$ cat config.mk
export PLATFORM = sky130hd
export DESIGN_NAME = phe_ctrl
export DESIGN_NICKNAME = d
export VERILOG_FILES = /design/src/sv/phe_pkg.sv /design/src/sv/phe_ctrl.sv
export SDC_FILE = /design/constraint.sdc
export NUM_CORES = 1
export LEC_CHECK = 0
export ABC_AREA = 0
export BUFFER_PORTS_ARGS = -buffer_cell sky130_fd_sc_hd__buf_2
export CAP_MARGIN = 20
export CORE_MARGIN = 1
export CORE_UTILIZATION = 57
export CTS_CLUSTER_SIZE = 24
export DETAILED_ROUTE_END_ITERATION = 10
export HOLD_SLACK_MARGIN = 0.08
export PLACE_DENSITY = 0.95
export SETUP_SLACK_MARGIN = 0.15
export SLEW_MARGIN = 20
export SYNTH_ARGS = -nofsm -noshare
export SYNTH_HDL_FRONTEND = slang
export SYNTH_SLANG_ARGS = --single-unit
$ cat constraint.sdc
create_clock -name clock -period 3.48 [get_ports clock]
set_input_delay 0 -clock clock [delete_from_list [all_inputs] [get_ports clock]]
set_output_delay 0 -clock clock [all_outputs]
set_load 0.02 [all_outputs]
$ cat src/sv/phe_pkg.sv
// Package: constants, log table and controller interface types for the entropy block.
package phe_pkg;
   localparam int ImageWidth  = 64;
   localparam int ImageHeight = 64;
   localparam int NumBins     = 16;
   localparam int BinWidth    = 16;
   localparam int ColW        = 6;
   localparam int RowW        = 6;
   localparam int PosW        = 12;
   localparam int BinW        = 4;
   localparam int Positions   = 4096;
   localparam int BinDepth    = 65536;
   localparam int BinAddrW    = 16;
   localparam int CntW        = 16;
   localparam int EntW        = 15;
   localparam int RateW       = 17;
   localparam int WsumW       = 40;
   localparam int DivW        = 21;
   localparam logic [RateW-1:0] RateOne  = 17'd65536;
   localparam logic [RateW-1:0] RateRst  = 17'd6554;
   localparam logic [CntW-1:0]  ThreshRst = 16'd16;
   localparam logic [0:0] CsrRate   = 1'b0;
   localparam logic [0:0] CsrThresh = 1'b1;

   function automatic logic [16:0] log_frac(input logic [4:0] k);
      logic [16:0] v;
      case (k)
         5'd0: v = 17'd0;      5'd1: v = 17'd5732;   5'd2: v = 17'd11136;
         5'd3: v = 17'd16248;  5'd4: v = 17'd21098;  5'd5: v = 17'd25711;
         5'd6: v = 17'd30109;  5'd7: v = 17'd34312;  5'd8: v = 17'd38336;
         5'd9: v = 17'd42196;  5'd10: v = 17'd45904; 5'd11: v = 17'd49472;
         5'd12: v = 17'd52911; 5'd13: v = 17'd56229; 5'd14: v = 17'd59434;
         5'd15: v = 17'd62534; 5'd16: v = 17'd65536;
         default: v = 17'd0;
      endcase
      return v;
   endfunction

   // Q5.16 log2, 0 for x == 0
   function automatic logic [20:0] log2_q16(input logic [15:0] x);
      logic [3:0]  e;
      logic [15:0] f;
      logic [31:0] sh;
      logic [16:0] lo;
      logic [16:0] hi;
      logic [28:0] prod;
      e = 4'd0;
      for (int i = 1; i < 16; i++) begin
         if (x[i]) e = 4'(i);
      end
      sh = {16'd0, x} << (5'd16 - {1'b0, e});
      f = sh[15:0];
      lo = log_frac({1'b0, f[15:12]});
      hi = log_frac({1'b0, f[15:12]} + 5'd1);
      prod = 29'(hi - lo) * 29'(f[11:0]);
      if (x == 16'd0) return 21'd0;
      return {1'b0, e, 16'd0} + 21'(lo) + 21'(prod[28:12]);
   endfunction

   typedef struct packed {
      logic start;
      logic rd_bin;
      logic wr_bin_inc;
      logic rd_walk;
      logic clr_walk;
      logic acc;
      logic div_start;
      logic blend;
      logic wr_result;
      logic [BinW-1:0] walk_idx;
   } ctl_cmd_type;

   typedef struct packed {
      logic in_range;
      logic trigger;
      logic div_busy;
   } ctl_sts_type;
endpackage

$ cat src/sv/phe_ctrl.sv
// Sequencer: reset clearing pass, bin update, histogram walk, divide, blend.
module phe_ctrl import phe_pkg::*; (
   input  logic        clock,
   input  logic        reset,
   input  logic        req_tvalid,
   output logic        req_tready,
   output logic        rsp_tvalid,
   input  logic        rsp_tready,
   output logic        clr_active,
   output logic [BinAddrW-1:0] clr_addr,
   output ctl_cmd_type cmd,
   input  ctl_sts_type sts
);
   localparam logic [3:0] StClear = 4'd0, StIdle = 4'd1, StRead = 4'd2, StUpd = 4'd3,
      StWalkRd = 4'd4, StWalk = 4'd5, StLast = 4'd6, StDivGo = 4'd7, StDiv = 4'd8,
      StBlend = 4'd9, StWrite = 4'd10, StOut = 4'd11;
   logic [3:0] state_ff, state_in;
   logic [BinAddrW:0] clr_ff, clr_in;
   logic [BinW-1:0] idx_ff, idx_in;
   logic rsp_v_ff, rsp_v_in;

   assign clr_active = (state_ff == StClear);
   assign clr_addr = clr_ff[BinAddrW-1:0];
   assign req_tready = (state_ff == StIdle);
   assign rsp_tvalid = rsp_v_ff;

   always_comb begin
      state_in = state_ff;
      clr_in = clr_ff;
      idx_in = idx_ff;
      rsp_v_in = rsp_v_ff;
      cmd = '0;
      cmd.walk_idx = idx_ff;
      if (rsp_v_ff && rsp_tready) rsp_v_in = 1'b0;
      case (state_ff)
         StClear: begin
            clr_in = clr_ff + 1'b1;
            if (clr_ff == (BinAddrW+1)'(BinDepth - 1)) state_in = StIdle;
         end
         StIdle: begin
            if (req_tvalid) begin
               cmd.start = 1'b1;
               state_in = StRead;
            end
         end
         StRead: begin
            if (!sts.in_range) begin
               state_in = StOut;
            end else begin
               cmd.rd_bin = 1'b1;
               state_in = StUpd;
            end
         end
         StUpd: begin
            cmd.wr_bin_inc = 1'b1;
            idx_in = '0;
            state_in = sts.trigger ? StWalkRd : StWrite;
         end
         StWalkRd: begin
            state_in = StWalk;
         end
         StWalk: begin
            cmd.acc = 1'b1;
            cmd.clr_walk = 1'b1;
            cmd.rd_walk = 1'b1;
            cmd.walk_idx = idx_ff + 1'b1;
            idx_in = idx_ff + 1'b1;
            if (idx_ff == BinW'(NumBins - 1)) state_in = StLast;
         end
         StLast: begin
            cmd.acc = 1'b1;
            cmd.clr_walk = 1'b1;
            state_in = StDivGo;
         end
         StDivGo: begin
            cmd.div_start = 1'b1;
            state_in = StDiv;
         end
         StDiv: begin
            if (!sts.div_busy) state_in = StBlend;
         end
         StBlend: begin
            cmd.blend = 1'b1;
            state_in = StWrite;
         end
         StWrite: begin
            cmd.wr_result = 1'b1;
            state_in = StOut;
         end
         StOut: begin
            if (!rsp_v_ff || rsp_tready) begin
               rsp_v_in = 1'b1;
               state_in = StIdle;
            end
         end
         default: state_in = StIdle;
      endcase
   end

   always_ff @(posedge clock) begin
      if (reset) begin
         state_ff <= StClear;
         clr_ff <= '0;
         idx_ff <= '0;
         rsp_v_ff <= 1'b0;
      end else begin
         state_ff <= state_in;
         clr_ff <= clr_in;
         idx_ff <= idx_in;
         rsp_v_ff <= rsp_v_in;
      end
   end
endmodule

==> out/results.ini, run 1 <==
[yosys]
synth_xor_area_share_pct=6.69
synth_compound_area_share_pct=11.3
synth_edf_count=0
ys_warn_count=0
ys_seq_area_share_pct=33.1
synthArstFlopShare_pct=0
syn_nets=199
netlist_area_um2=1570
synthAdderAreaFrac_pct=3.19
ys_seq_elements=26
synthFlopType=dfxtp_1
yosys.area_share.simple_pct=30.0
synth_area_per_cell_um2=8.35
synth_top_family_by_area=simple AND/OR/NAND/NOR gates
synth.distinct_cells=45
syn_inst=188
muxShareOfSynthArea_pct=2.55

[critical_path]
end_kind=register
critPathKind=register to register
crit_arrival_ns=2.54
worst-path-buf-inv=0
crit_path_start=clr_ff[6]$_SDFFE_PP0P_
regToRegStartpoint=clr_ff[6]$_SDFFE_PP0P_
start_kind=register
crit_required_ns=3.67
cp_max_fo=7
crit_family=simple AND/OR/NAND/NOR gates
max_stage_delay_ns=0.46
slowest_stage=a2111oi_2
path_cells=and4_1 -> nand4_1 -> nor3_1 -> ha_1 -> or2_1 -> a21boi_1 -> a2111oi_2 -> a311oi_1

[routing]
drc=0
vias=1308
drt_iter0_drc=32
antenna_left=0
dr.pass1.iters=4
avgViaCountPerCell=5.59
routedWlPerCell_um=13.0
routed_wl_mm=3.04

[floorplan]
die_y_um=54.5
ios=39
core_region_area_um2=2540
dieArea_um2=2970
die_x_um=54.5
num_rows=18
initial_utilization_pct=61.7

[final_layout]
n_antenna_cell=0
layout.nets=216
area_growth_pct=6.69
mostFrequentLayoutCells=buf_2, dfxtp_1, nor2_1
drive_gt1_share_pct=23.5
layout_commonest_cell=buf_2

[global_routing]
grt_pass1_wl_mm=4.84
grt_max_degree=27
overflow=0
grt_pass1_vias=1075
grt_antenna_before_repair=0
grt_usage_pct=22.6

[clock_tree]
hold_buffers=1
cts.repair.resized=0
clk_latency_ns=0.32
cts.clk_slew.worst_paths_ns=0.14
cts_buffer_depth=2
cts.sinks=26
cts_tree=built
cts_inserted_buffers=3
htree_levels=1
post-cts-setup-buffer-count=0
cts_root_buf=clkbuf_4

[run_status]
status=complete, no violations

[timing]
max_slew_margin_pct=56.4
hold_violations=0
worstMarginPinSlew_ns=0.649
rsz0062_at_grt=no
max_freq_mhz=426
setup_slack_ns=1.13
fin_worst_skew_ns=0.00517
tns_ns=0
period_minus_slack_ns=2.35
timing.final.crit_share_pct=67.5
finalSetupViolations=0
slew_violations=0

[placement]
dp_hpwl_mm=2.13
gp_congestion=0.794
port_buffers=38
place_ws_ns=1.18

[pwr]
p_seq_share_pct=63.1
power.internal_uw=375
combinationalPowerShare_pct=5.6
p_sw_uw=107
ir_worst_vdd_v=0.000243
p_sw_share_pct=22.3
p_leak_uw=0.000747
cellPowerDensity_nw_per_um2=288
clock_power_share_pct=31.3

[hold_path]
holdCritStartpoint=sts[2]
min_path_type=input port to register

[flow_run]
max_cap_violations=0

-- worst paths after layout --
path	to	slack, ns	cells after the start
hold reg to reg	clr_ff[16]$_SDFFE_PP0P_	0.51	2
setup / recovery	state_ff[0]$_SDFFE_PP0P_	1.13	8
hold / removal	state_ff[3]$_SDFFE_PP0P_	0.09	4
setup reg to reg	state_ff[0]$_SDFFE_PP0P_	1.13	8
-- Yosys cell counts, types with 3 or more instances --
| library cell | count | area share [%] |
|---|---|---|
| xnor2_1 | 3 | 1.7 |
| or3_1 | 5 | 2.0 |
| buf_4 | 17 | 8.1 |
| mux2i_1 | 4 | 2.5 |
| nor3_1 | 4 | 1.3 |
| xor2_1 | 9 | 5.0 |
| o21ai_1 | 4 | 1.3 |
| ha_1 | 4 | 3.2 |
| o31ai_1 | 3 | 1.4 |
| inv_1 | 9 | 2.2 |
| nor2_1 | 18 | 4.3 |
| clkbuf_1 | 7 | 1.7 |
| nand2_1 | 7 | 1.7 |
| a21oi_1 | 9 | 2.9 |
| and3_1 | 5 | 2.0 |
| dfxtp_1 | 26 | 33 |
| nand4_1 | 6 | 2.4 |
| buf_2 | 3 | 0.96 |
| nor3b_1 | 3 | 1.4 |
| a211oi_1 | 3 | 1.4 |
| nand3_1 | 6 | 1.9 |
| o21ai_0 | 4 | 1.3 |
-- routing by layer --
layer / part of all wire, % / routed length (um) / vias up / track usage (%)
li1: - / - / 676 / -
met1: 47 / 1420 / 602 / 28.8
met2: 49 / 1490 / 26 / 38.6
met3: 3.0 / 90 / 4 / 3.33
met4: 1.1 / 34 / 0 / 7.69
met5: 0 / 0 / - / 0
-- power groups by stage --
stage          registers [uW]  clock network [uW]  logic, uW
3_5_place_dp              311                   0       26.0
6_report                  304                 151       27.2
5_1_grt                   305                 162       30.4
4_1_cts                   304                 151       26.9
2_1_floorplan             310                   0       21.7
3_3_place_gp              310                   0       25.6
-- kinds of logic (layout without fill, tap and decap cells) --
group / after synthesis / count (layout)
AOI/OAI and AO/OA: 28 / 28
DFF: 26 / 26
muxes: 4 / 4
and+or+nand+nor: 77 / 77
adders and majority gates: 4 / 4
buffers and inverters: 37 / 53
xor gates and xnor gates: 12 / 12
-- tightest hold or removal path, delay by kind of cell --
| family | cells | cell delay [ns] |
|---|---|---|
| multiplexers | 1 | 0.07 |
| AND/OR/NAND/NOR | 1 | 0.04 |
| buffers and inverters | 1 | 0.09 |
| AO/OA/AOI/OAI | 1 | 0.18 |
-- layout make-up --
class | instances | area, um2
multi-input cells | 125 | 843
inverters | 10 | 37.5
clock buffers | 4 | 36.3
repair buffers | 39 | 200
fillers | 206 | 870
flip-flops and latches | 26 | 520
well taps | 30 | 37.5
-- metrics by stage --
stage | util, % | hold slack, ns | std cells | instance area [um2] | total power [uW]
floorplan | - | 0.167 | 188 | 1570 | 332
finish | 65.8 | 0.0936 | 234 | 1680 | 482
global placement | 64.0 | 0.339 | 229 | 1630 | 336
CTS | 65.8 | 0.0996 | 234 | 1680 | 482
global route | 65.8 | 0.122 | 234 | 1680 | 497
detailed placement | 64.0 | 0.338 | 229 | 1630 | 337
-- flip-flops by register name (all words and copies together) (netlist names) --
register	cells
idx_ff	4
rsp_tvalid	1
state_ff	4
clr_ff	17
No activity file was read; power rests on OpenSTA's default activity.
==> run 2: changes to the inputs <==
- CORE_UTILIZATION: 57 -> 53
- PLACE_DENSITY: 0.95 -> 0.91
- clock period: 3.48 -> 2.24 ns (I/O delays scaled with it)
==> out/results.ini, run 2 (same netlist as run 1, synthesis figures left out) <==
[placement]
dpl-instance-area_um2=1700
gp_congestion=0.787
dp_hpwl_mm=2.25
port_buffers=38
place_ws_ns=0.0898

[pwr]
cellPowerDensity_nw_per_um2=428
p_leak_uw=0.000798
ir_worst_vdd_v=0.000366

[timing]
max_freq_mhz=500
tns_ns=0
setup_slack_ns=0.239
finalSetupViolations=0
slew_violations=0
hold_violations=0
timing.final.crit_share_pct=89.3
fin_worst_skew_ns=0.000919
period_minus_slack_ns=2.00
rsz0062_at_grt=yes
worstMarginPinSlew_ns=0.524
max_slew_margin_pct=65.0

[routing]
met3_wirelength_um=111
wl_met1_mm=1.49
routedWlPerCell_um=13.1
drc=0
routed_wl_mm=3.20
vias=1367
drt_iter0_drc=36
wl_met2_mm=1.52
antenna_left=0
dr.pass1.iters=4
dr.max_layer_used=met4
avgViaCountPerCell=5.60

[final_layout]
top_register=clr_ff
largest_reg_flops=17
area_growth_pct=12.7
top_regs=clr_ff x17, idx_ff x4, state_ff x4
fin_area_um2=1770
layout.nets=225
n_antenna_cell=0
mostFrequentLayoutCells=buf_2, dfxtp_1, nor2_1
layout_commonest_cell=buf_2
drive_gt1_share_pct=30.0

[critical_path]
r2r_end=state_ff[3]$_SDFFE_PP0P_
start_kind=register
crit_required_ns=2.50
crit_path_start=clr_ff[8]$_SDFFE_PP0P_
rrSetupSlack_ns=0.24
worstRegToRegCells=8
critPathKind=register to register
regToRegStartpoint=clr_ff[8]$_SDFFE_PP0P_
end_kind=register
crit_arrival_ns=2.27
cp_max_fo=4

[global_routing]
grt_usage_pct=19.9
grt_max_degree=27
grt_pass1_vias=1162
grt_antenna_before_repair=0
overflow=0
grt_pass1_wl_mm=5.07

[hold_path]
min_path_type=input port to register
whs_path_depth=2
holdCritStartpoint=reset
min_to=clr_ff[10]$_SDFFE_PP0P_

[clock_tree]
cts_inserted_buffers=3
clk_latency_ns=0.33
cts.sinks=26
cts_root_buf=clkbuf_4
htree_levels=1
cts.clk_slew.worst_paths_ns=0.14
cts_buffer_depth=2
cts_tree=built

[floorplan]
core_region_area_um2=2780
num_rows=19
die_x_um=56.4
initial_utilization_pct=56.5
ios=39
dieArea_um2=3180
die_y_um=56.4

[run_status]
status=complete, no violations

[flow_run]
max_cap_violations=0

## run 2: area by class of cell
cell class                 count  area (um2)
fill                         227        1010
multi-input combinational    125         863
sequential                    26         527
timing repair buffer          48         268
tap                           31        38.8
inverter                      10        37.5
clock buffer                   4        36.3
## run 2: worst max path at each step
stage	end	cells past startpoint
3_3_place_gp	state_ff[0]$_SDFFE_PP0P_	8
4_1_cts	state_ff[3]$_SDFFE_PP0P_	8
2_1_floorplan	state_ff[0]$_SDFFE_PP0P_	8
3_5_place_dp	state_ff[0]$_SDFFE_PP0P_	8
6_report	state_ff[3]$_SDFFE_PP0P_	8
5_1_grt	state_ff[3]$_SDFFE_PP0P_	8
## run 2: per-stage QoR
stage               instances  hold slack (ns)  power, uW  utilization [%]
detailed placement        239            0.341        524             61.0
global route              244            0.102        791             63.7
finish                    244           0.0920        758             63.7
floorplan                 188            0.167        515                -
global placement          239            0.336        523             61.0
CTS                       244           0.0915        761             63.2
## run 2: repair_timing
item                       CTS  global route
buffers inserted             0             0
hold buffers                 1             0
pin swaps                    1             2
hold endpoints to repair     1             0
setup endpoints to repair    3             4
resized for setup            2             7
## run 2: routing by layer
layer	GRT usage (%)	vias up
li1	-	694
met4	10.1	0
met5	0	-
met2	31.4	25
met1	26.2	640
met3	3.00	8
## run 2: where the power goes
group | internal [uW] | switching, uW | leakage, uW | total (uW)
logic | 16.8 | 25.7 | 0.000564 | 42.5
clock network | 99.6 | 143 | 0.0000210 | 242
registers | 468 | 5.26 | 0.000212 | 473
total | 584 | 174 | 0.000798 | 758
## run 2: critical path: stages (launching register included)
cell	delay (ns)
dfxtp_1	0.39
and4_4	0.27
nand4_1	0.14
nor3_2	0.15
ha_1	0.18
or2_1	0.10
a21boi_1	0.11
a2111oi_4	0.36
mux2i_1	0.24
